===== config.mk =====
export PLATFORM = sky130hd
export DESIGN_NAME = slc_way_unit
export DESIGN_NICKNAME = d
export VERILOG_FILES = /design/src/design/set_assoc_lru_cache_model_unit_macros.svh /design/src/design/slc_pkg.sv /design/src/design/slc_way_unit.sv
export SDC_FILE = /design/constraint.sdc
export NUM_CORES = 1
export LEC_CHECK = 0
export ABC_CLOCK_PERIOD_IN_PS = 3400
export CAP_MARGIN = 5
export CORE_AREA = 3 3 45 47
export DETAILED_ROUTE_END_ITERATION = 10
export DIE_AREA = 0 0 48 50
export DONT_BUFFER_PORTS = 1
export PLACE_DENSITY_LB_ADDON = 0.05
export SKIP_LAST_GASP = 1
export SYNTH_ARGS = -nofsm -noshare
export SYNTH_HDL_FRONTEND = slang
export SYNTH_SLANG_ARGS = --single-unit

===== constraint.sdc =====
create_clock -name vclk -period 3.4
set_clock_uncertainty 0.2 [all_clocks]
set_input_delay 0.17 -clock vclk [all_inputs]
set_output_delay 0.17 -clock vclk [all_outputs]
set_load 0.01 [all_outputs]

===== src/design/set_assoc_lru_cache_model_unit_macros.svh =====
// Assertion macros for the set-associative LRU cache model.
// Taken in by the files that carry concurrent checks; expects clk and rst_n in scope.
`ifndef SET_ASSOC_LRU_CACHE_MODEL_UNIT_MACROS_SVH
`define SET_ASSOC_LRU_CACHE_MODEL_UNIT_MACROS_SVH

// Same-cycle implication, checked outside reset.
`define SLC_ASSERT_IMPLIES(lbl, ante, cons) \
    lbl: assert property (@(posedge clk) disable iff (!rst_n) (ante) |-> (cons)) \
        else $error("slc: same-cycle check failed");

// Next-cycle implication, checked outside reset.
`define SLC_ASSERT_NEXT(lbl, ante, cons) \
    lbl: assert property (@(posedge clk) disable iff (!rst_n) (ante) |=> (cons)) \
        else $error("slc: next-cycle check failed");

`endif


===== src/design/slc_pkg.sv =====
// Shared types and constants of the set-associative LRU cache model.
// No dependencies; every other file of the block but the macro header imports it.
package slc_pkg;

    localparam int FIELD_ADDR_W = 48;
    localparam int CNT_W        = 48;
    localparam int ST_W         = 2;

    // Line states
    localparam logic [ST_W-1:0] LS_INV = 2'd0;
    localparam logic [ST_W-1:0] LS_EXC = 2'd1;
    localparam logic [ST_W-1:0] LS_MOD = 2'd2;

    typedef logic [CNT_W-1:0] slc_count_t;

    // Outcome of one finished access, handed to the statistics counters
    typedef struct packed {
        logic valid;
        logic hit;
        logic writeback;
        logic prefetch;
    } slc_event_t;

endpackage


===== src/design/slc_way_unit.sv =====
// Shared per-way unit: tag match and LRU check for the scan, rank/state/tag update
// for the write-back pass. Depends on slc_pkg.
module slc_way_unit #(
    parameter int TAG_W  = 33,
    parameter int RANK_W = 3,
    parameter int WAYS   = 8
) (
    input  logic [TAG_W-1:0]        ent_tag,
    input  logic [slc_pkg::ST_W-1:0] ent_st,
    input  logic [RANK_W-1:0]       ent_rank,
    input  logic [TAG_W-1:0]        cmp_tag,
    input  logic [RANK_W-1:0]       touch_rank,
    input  logic                    is_target,
    input  logic [slc_pkg::ST_W-1:0] new_st,
    output logic                    tag_hit,
    output logic                    is_lru,
    output logic [TAG_W-1:0]        upd_tag,
    output logic [slc_pkg::ST_W-1:0] upd_st,
    output logic [RANK_W-1:0]       upd_rank
);
    import slc_pkg::*;

    localparam logic [RANK_W-1:0] LRU_RANK = RANK_W'(WAYS - 1);

    assign tag_hit = (ent_st != LS_INV) && (ent_tag == cmp_tag);
    assign is_lru  = (ent_rank == LRU_RANK);

    // Touched way goes to rank 0; younger ways age by one
    always_comb
    begin
        if (is_target)
        begin
            upd_rank = '0;
        end
        else if (ent_rank < touch_rank)
        begin
            upd_rank = ent_rank + RANK_W'(1);
        end
        else
        begin
            upd_rank = ent_rank;
        end
    end

    assign upd_st  = is_target ? new_st : ent_st;
    assign upd_tag = is_target ? cmp_tag : ent_tag;

endmodule


==> reports/results.tsv <==
metric	value	unit
run_status	complete, no violations	
cp_cell_sequence	inv_1, ha_1, a21o_1, a21oi_4, mux2i_1, nor2_1	
worstSetupStartpointType	input pin	
setup_viol	0	
syn_nets	180	
drt_first_pass_iters	1	
grt_usage	15.85	%
areaGrowthSynthToFinish	0.1376	%
relSlewSlack	76.86	%
synth_common_cells	mux2_2 (35), xor2_1 (28), nor4_1 (7)	
drc	0	
grt_remaining_overflow	0	
path_buf_inv	1	
nNetsFinal	178	
antenna_left	0	
coreArea	1689	um^2
initial_utilization	53.85	%
slowest_stage	ha_1	
postCtsHoldBufs	0	
fin_crit	1501	ps
synth_area	909.6	um^2
synth_warnings	0	
dieHeight	50	um
dr_total_vias	727	
final-seq-area	0	um^2
worstPathRequired	3030	ps
portBuffers	0	
synth-seq-area-share	0	%
powerDensity	125.7	nW/um^2
dp_hpwl	1.959	mm
antenna_found_initial	0	
worstMarginPinSlew	344.2	ps
vdd_ir_drop_max	0.00005868	V
ioPinCount	117	
synth.distinct_cells	16	
chipWidth	48	um
flops_and_latches	0	
max_freq	666.2	MHz
crit_path_end_kind	output port	
arrival	1130	ps
layout-drive-gt1-share	38.95	%
hold_viol	0	
vias_per_cell	6.491	
cts.repair.resized	0	
diodes	0	
routabilityCongestion	0.6893	
p_leak	0.3481	nW
cap_viol_max_count	0	
synthTopCellsByArea	mux2_2 (43%), xor2_1 (27%), xnor2_1 (5.8%)	
wirelength	2.207	mm
cp_top_family	compound AO/OA/AOI/OAI gates	
post_cts_buffers	0	
cpPeakStageDelay	260	ps
grt_pass1_vias	721	
setup_tns	0	ps
synth_largest_area_cell	mux2_2	
drt-initial-drc-count	0	
clkbuf_count	0	
final_util	53.93	%
criticalPathCategory	input pin to output port	
yosysTopAreaCellShare	43.33	%
rsz0062_at_grt	false	
dieArea	2400	um^2
syn_avg_cell_area	9.188	um^2
avgRoutedWirePerCell	19.71	um
grt_start_max_net_pins	39	
synth.most_common_cell	mux2_2	
rows	15	
slew_violations	0	
hold_class	input pin to output port	
post-route-period-util	44.15	%
synth_cells	99	
grt_pass1_wl	2.973	mm
crit_fanout	3	
## through the flow
| stage | power [mW] | cell area (um^2) | setup WS (ps) | hold slack, ps | instances |
|---|---|---|---|---|---|
| after global placement | 0.1145 | 910.9 | 1909 | 195.5 | 112 |
| after floorplan | 0.1119 | 909.6 | 1950 | 290.2 | 99 |
| after detailed placement | 0.1153 | 910.9 | 1897 | 195.4 | 112 |
| after CTS | 0.1163 | 910.9 | 1894 | 195.4 | 112 |
| final | 0.1145 | 910.9 | 1899 | 196.6 | 112 |
| after global routing | 0.1250 | 910.9 | 1805 | 194.8 | 112 |
## report_power, final
part	switching, mW	internal (mW)
Clock	0	0
Combinational	0.0528	0.0617
Sequential	0	0
## per-layer routing
layer  global-route usage (%)  vias to the layer above  part of all wire (%)  wire length [um]
met3                    2.920                        0                    13               277
met1                    15.48                      322                    32               711
met2                    33.04                       55                    55              1218
met4                        0                        0                     0                 0
met5                        0                        -                     0                 0
li1                         -                      350                     -                 -
## cell families (layout without fill, tap and decap cells)
| group | Yosys count | count (layout) | synth area share (%) |
|---|---|---|---|
| AO/OA/AOI/OAI | 3 | 3 | 3.164 |
| XOR/XNOR | 34 | 34 | 32.74 |
| adder cells (fa/ha/maj) | 4 | 4 | 5.502 |
| buffers and inverters | 6 | 2 | 3.027 |
| multiplexers | 37 | 37 | 45.53 |
| AND/OR/NAND/NOR | 15 | 15 | 10.04 |
## cell usage in the layout (no fill, tap or decap), drive strengths merged
cell type / n
mux2: 35
xor2: 28
nor4: 8
xnor2: 6
ha: 4
nor2: 3
inv: 2
mux2i: 2
nand4: 2
nand2b: 1
a21o: 1
a21oi: 1
o21ai: 1
nand3: 1
## path summary, 6_finish.rpt
path | start | endpoint | slack [ps] | cells after the start
hold / removal | is_target | upd_rank[2] | 200 | 1
setup / recovery | touch_rank[1] | upd_rank[2] | 1900 | 6
## cell type report
cell class | instances | area [um^2]
fill | 149 | 778.2
multi-input combinational | 93 | 882.1
inverter | 2 | 7.507
tap | 17 | 21.27
(Power assumes the default switching activity.)
