[src/design/set_assoc_lru_cache_model_unit_macros.svh]
// Assertion macros for the set-associative LRU cache model.
// Taken in by the files that carry concurrent checks; expects clk and rst_n in scope.
`ifndef SET_ASSOC_LRU_CACHE_MODEL_UNIT_MACROS_SVH
`define SET_ASSOC_LRU_CACHE_MODEL_UNIT_MACROS_SVH

// Same-cycle implication, checked outside reset.
`define SLC_ASSERT_IMPLIES(lbl, ante, cons) \
    lbl: assert property (@(posedge clk) disable iff (!rst_n) (ante) |-> (cons)) \
        else $error("slc: same-cycle check failed");

// Next-cycle implication, checked outside reset.
`define SLC_ASSERT_NEXT(lbl, ante, cons) \
    lbl: assert property (@(posedge clk) disable iff (!rst_n) (ante) |=> (cons)) \
        else $error("slc: next-cycle check failed");

`endif

[src/design/slc_pkg.sv]
// Shared types and constants of the set-associative LRU cache model.
// No dependencies; every other file of the block but the macro header imports it.
package slc_pkg;

    localparam int FIELD_ADDR_W = 48;
    localparam int CNT_W        = 48;
    localparam int ST_W         = 2;

    // Line states
    localparam logic [ST_W-1:0] LS_INV = 2'd0;
    localparam logic [ST_W-1:0] LS_EXC = 2'd1;
    localparam logic [ST_W-1:0] LS_MOD = 2'd2;

    typedef logic [CNT_W-1:0] slc_count_t;

    // Outcome of one finished access, handed to the statistics counters
    typedef struct packed {
        logic valid;
        logic hit;
        logic writeback;
        logic prefetch;
    } slc_event_t;

endpackage

[src/design/slc_stats.sv]
// Demand hit, demand miss and writeback counters, wrapping at 48 bits.
// Depends on slc_pkg for the event struct and counter type.
module slc_stats (
    input  logic                clk,
    input  logic                rst_n,
    input  slc_pkg::slc_event_t ev,
    output slc_pkg::slc_count_t hit_total,
    output slc_pkg::slc_count_t miss_total,
    output slc_pkg::slc_count_t writeback_total
);
    import slc_pkg::*;

    slc_count_t hit_cnt_reg, hit_cnt_next;
    slc_count_t miss_cnt_reg, miss_cnt_next;
    slc_count_t wb_cnt_reg, wb_cnt_next;

    always_comb
    begin
        hit_cnt_next  = hit_cnt_reg;
        miss_cnt_next = miss_cnt_reg;
        wb_cnt_next   = wb_cnt_reg;
        if (ev.valid)
        begin
            // prefetches count only towards writebacks
            if (ev.hit && !ev.prefetch)
            begin
                hit_cnt_next = hit_cnt_reg + CNT_W'(1);
            end
            if (!ev.hit && !ev.prefetch)
            begin
                miss_cnt_next = miss_cnt_reg + CNT_W'(1);
            end
            if (ev.writeback)
            begin
                wb_cnt_next = wb_cnt_reg + CNT_W'(1);
            end
        end
    end

    always_ff @(posedge clk or negedge rst_n)
    begin
        if (!rst_n)
        begin
            hit_cnt_reg  <= '0;
            miss_cnt_reg <= '0;
            wb_cnt_reg   <= '0;
        end
        else
        begin
            hit_cnt_reg  <= hit_cnt_next;
            miss_cnt_reg <= miss_cnt_next;
            wb_cnt_reg   <= wb_cnt_next;
        end
    end

    assign hit_total       = hit_cnt_reg;
    assign miss_total      = miss_cnt_reg;
    assign writeback_total = wb_cnt_reg;

endmodule

[config.mk]
export PLATFORM = sky130hd
export DESIGN_NAME = slc_stats
export DESIGN_NICKNAME = d
export VERILOG_FILES = /design/src/design/set_assoc_lru_cache_model_unit_macros.svh /design/src/design/slc_pkg.sv /design/src/design/slc_stats.sv
export SDC_FILE = /design/constraint.sdc
export NUM_CORES = 1
export LEC_CHECK = 0
export BUFFER_PORTS_ARGS = -buffer_cell sky130_fd_sc_hd__buf_2
export CAP_MARGIN = 40
export CORE_MARGIN = 3
export CORE_UTILIZATION = 40
export CTS_BUF_LIST = sky130_fd_sc_hd__clkbuf_4
export DETAILED_ROUTE_END_ITERATION = 8
export HOLD_SLACK_MARGIN = 0.15
export PLACE_DENSITY = 0.72
export SYNTH_ARGS = -nofsm -noshare
export SYNTH_HDL_FRONTEND = slang
export SYNTH_SLANG_ARGS = --single-unit
[constraint.sdc]
create_clock -name clk -period 1.8 [get_ports clk]
set_input_delay 0.09 -clock clk [delete_from_list [all_inputs] [get_ports clk]]
set_output_delay 0.09 -clock clk [all_outputs]
set_load 0.02 [all_outputs]
==> qor.txt <==
======================================================================================
First-pass detailed-route iteration total                                            4
Number of slew-limit violations in the final report                                  0
Via count                                                                        5,376
Crit-path cells                                                           ha_4 -> and3_4 -> nand4_4 -> nor4_4 -> buf_6 -> nand4_1 -> xnor2_1
Worst hold margin                                                            0.4764 ns
Pwr/cell area                                                             728.6 mW/mm2
Peak supply drop                                                             0.4305 mV
Wire length of the first global-routing pass                                  25.87 mm
Via count of the first global-routing pass                                       5,275
Total non-filler cell area in the finished layout                         0.009084 mm2
Count of cells along the worst hold path                                             1
Cell taking the most area after synthesis                                 sky130_fd_sc_hd__dfrtp_1
Maximum number of pins on one net before global-route repair                        47
Clock skew after layout                                                     0.01542 ns
Crit-path max cell delay                                                       0.42 ns
Routability Congestion                                                          0.9112
Post-route clock period utilization                                             96.79%
Layout Nets                                                                        873
Fin util                                                                        56.98%
Longest Clk Path Bufs                                                                2
Mapped Area                                                               0.006524 mm2
Worst Tran Pin Value                                                         0.3875 ns
Total of flip-flops plus latches after synthesis                                   144
Share of synthesized area occupied by flip-flops and latches                    55.24%
Final critical-path required period                                           1.742 ns
Ratio of cells with drive above 1 in the final layout                           44.24%
Number of I/O port buffers                                                         149
Core ar.                                                                   0.01594 mm2
Number of hold violations in the final report                                        0
Number of nets with antenna violations after routing                                 0
Row count                                                                           46
Filler instances                                                                 1,377
Leading cell type in the layout, fill and taps excluded                   sky130_fd_sc_hd__buf_2
Critical Path End Type                                                        register
Kind of critical path                                                     register to register
Leak Pwr                                                                      4.718 nW
Outcome                                                                   finished clean
Clock root cell                                                           sky130_fd_sc_hd__clkbuf_4
Max-cap violations                                                                   0
Fraction of post-synthesis cell area in the top cell type by area               55.24%
Synthesis-to-layout area growth                                                 39.24%
Global router's overall resource usage                                          17.85%
Effective utilization at floorplan                                              40.92%
R2R depth                                                                            7
Clock tree from TritonCTS                                                         done
Instance area after placement                                             0.008391 mm2
Number of DRC violations after detailed routing                                      0
Avg Vias per Cell                                                                4.919
Largest cells by area after synthesis                                     sky130_fd_sc_hd__dfrtp_1 (55%), sky130_fd_sc_hd__xnor2_1 (12%), sky130_fd_sc_hd__xor2_1 (6.7%), sky130_fd_sc_hd__nand3_1 (4.1%), sky130_fd_sc_hd__nand4_1 (3.4%)
Power consumption                                                           0.006618 W
Most frequent cells in the layout                                         sky130_fd_sc_hd__buf_2 (148), sky130_fd_sc_hd__buf_4 (112), sky130_fd_sc_hd__dfrtp_1 (106)
Setup Slack @ Placement                                                    -0.06118 ns
Placed wire-length estimate                                                   11.78 mm
Maximum fanout count along the critical path                                         6
Number of cells produced by synthesis                                              579
Routed wire per std cell                                                      14.47 um
Initial antenna violation count                                                      0
Overall die width                                                             133.7 um
Final critical-path setup slack                                             0.05779 ns
Launching element type of the critical path                                   register
Yosys cell types                                                                    35
CTS sink count                                                                     144
Worst Path Arrival                                                             2.17 ns
Total Routed Length                                                           15.82 mm
Vertical die dimension                                                        133.7 um
Syn nets                                                                           588
Data required, critical path                                                   2.22 ns
Congestion Overflow GR                                                               0
Clk Latency, worst-skew pair                                                   0.54 ns
Slowest library cell on the worst path                                    sky130_fd_sc_hd__dfrtp_2
Final count of negative-setup-slack endpoints                                        0
Floorplan die area                                                         0.01788 mm2
Clock slew at the register clock pins of the worst setup and hold paths        0.12 ns
RSZ-0062 raised after global routing                                               yes
Maximum clock frequency                                                     0.5740 GHz
Worst hold path class                                                     register to register
Number of I/O pins                                                                 150
Synth warnings                                                                       0
DRT iter0 DRCs                                                                     212
Relative max-transition margin                                                  74.17%
Area used by sequential logic in the layout                               0.003651 mm2
Footprint of the multi-input gates                                        0.003093 mm2
Maximum level of the CTS H-tree                                                      4
Total inserted antenna cells                                                         0
Number of clock buffers inserted by TritonCTS                                       17
Average footprint of a synthesized cell                                      11.27 um2
======================================================================================
worst paths after layout:
path / slack, ns / start / endpoint
min reg2reg: 0.48 / miss_total[47] / miss_total[47]
max in group asynchronous: 0.85 / rst_n / miss_total[5]
max reg2reg: 0.06 / miss_total[0] / miss_total[28]
max: 0.06 / miss_total[0] / miss_total[28]
min in group asynchronous: 0.64 / rst_n / hit_total[23]
min: 0.48 / miss_total[47] / miss_total[47]
per-layer routing:
| metal | wire [um] | track usage (%) |
|---|---|---|
| met2 | 7345 | 27.74 |
| met4 | 268 | 5.371 |
| met3 | 992 | 5.060 |
| met1 | 7213 | 24.45 |
| met5 | 0 | 0 |
cell type report:
cell class / instances / area share, %
timing repair buffer: 274 / 19.42
clock inverter: 13 / 1.336
clock buffer: 19 / 1.570
multi-input combinational: 416 / 34.05
inverter: 11 / 0.4545
sequential: 144 / 40.19
tap: 216 / 2.975
flip-flops by register name (all words and copies together) (netlist names):
name,flops
hit_total,48
miss_total,48
writeback_total,48
kinds of logic (layout without fill, tap and decap cells):
| group | count (synthesis) | count (layout) | synth area share, % |
|---|---|---|---|
| mux | 3 | 3 | 0.5178 |
| flops | 144 | 144 | 55.24 |
| xor+xnor | 141 | 141 | 18.93 |
| buf+inv | 19 | 317 | 1.228 |
| fa+ha+maj | 3 | 3 | 0.5754 |
| simple gates | 269 | 269 | 23.51 |
critical path, delay by kind of cell (launching register included):
family	cells	cell delay (ns)
adders and majority gates	1	0.14
xor gates and xnor gates	1	0.14
and+or+nand+nor	4	0.74
buffers and inverters	1	0.18
DFF	1	0.42
through the flow:
step	setup TNS (ns)	instances
after floorplan	-0.1210	579
after CTS	-0.06709	1075
after global placement	-0.01211	1034
final	0	1093
after detailed placement	-0.06118	1034
after global routing	-0.4681	1093
power by group:
part,total (W),switching (W),internal [W]
Combinational,0.00109,0.000623,0.000468
Clock,0.00197,0.00114,0.000834
Sequential,0.00355,0.000147,0.00341
Total,0.00662,0.00191,0.00471
repair_timing:
action,in CTS,in global routing
pin swaps,0,20
hold buffers,9,0
buffers inserted,0,18
setup endpoints to repair,2,53
resized for setup,1,40
cloned,0,0
endpoints found under the hold margin,176,0
synth_stat cells, drive strengths merged:
cell type and count:
dfrtp 144, xnor2 91, nand3 56, nand2 52
xor2 50, nand4 38, nor2 30, nor3 26
and3 23, and4 14, nor4 13, inv 11
buf 6, and2 5, ha 3, mux2 3
or2 3, clkbuf 2, nand4b 2, and4b 1
and4bb 1, nand3b 1, nor3b 1, nor4b 1
or3 1, or4 1
Power figures use the tool's default switching activity.
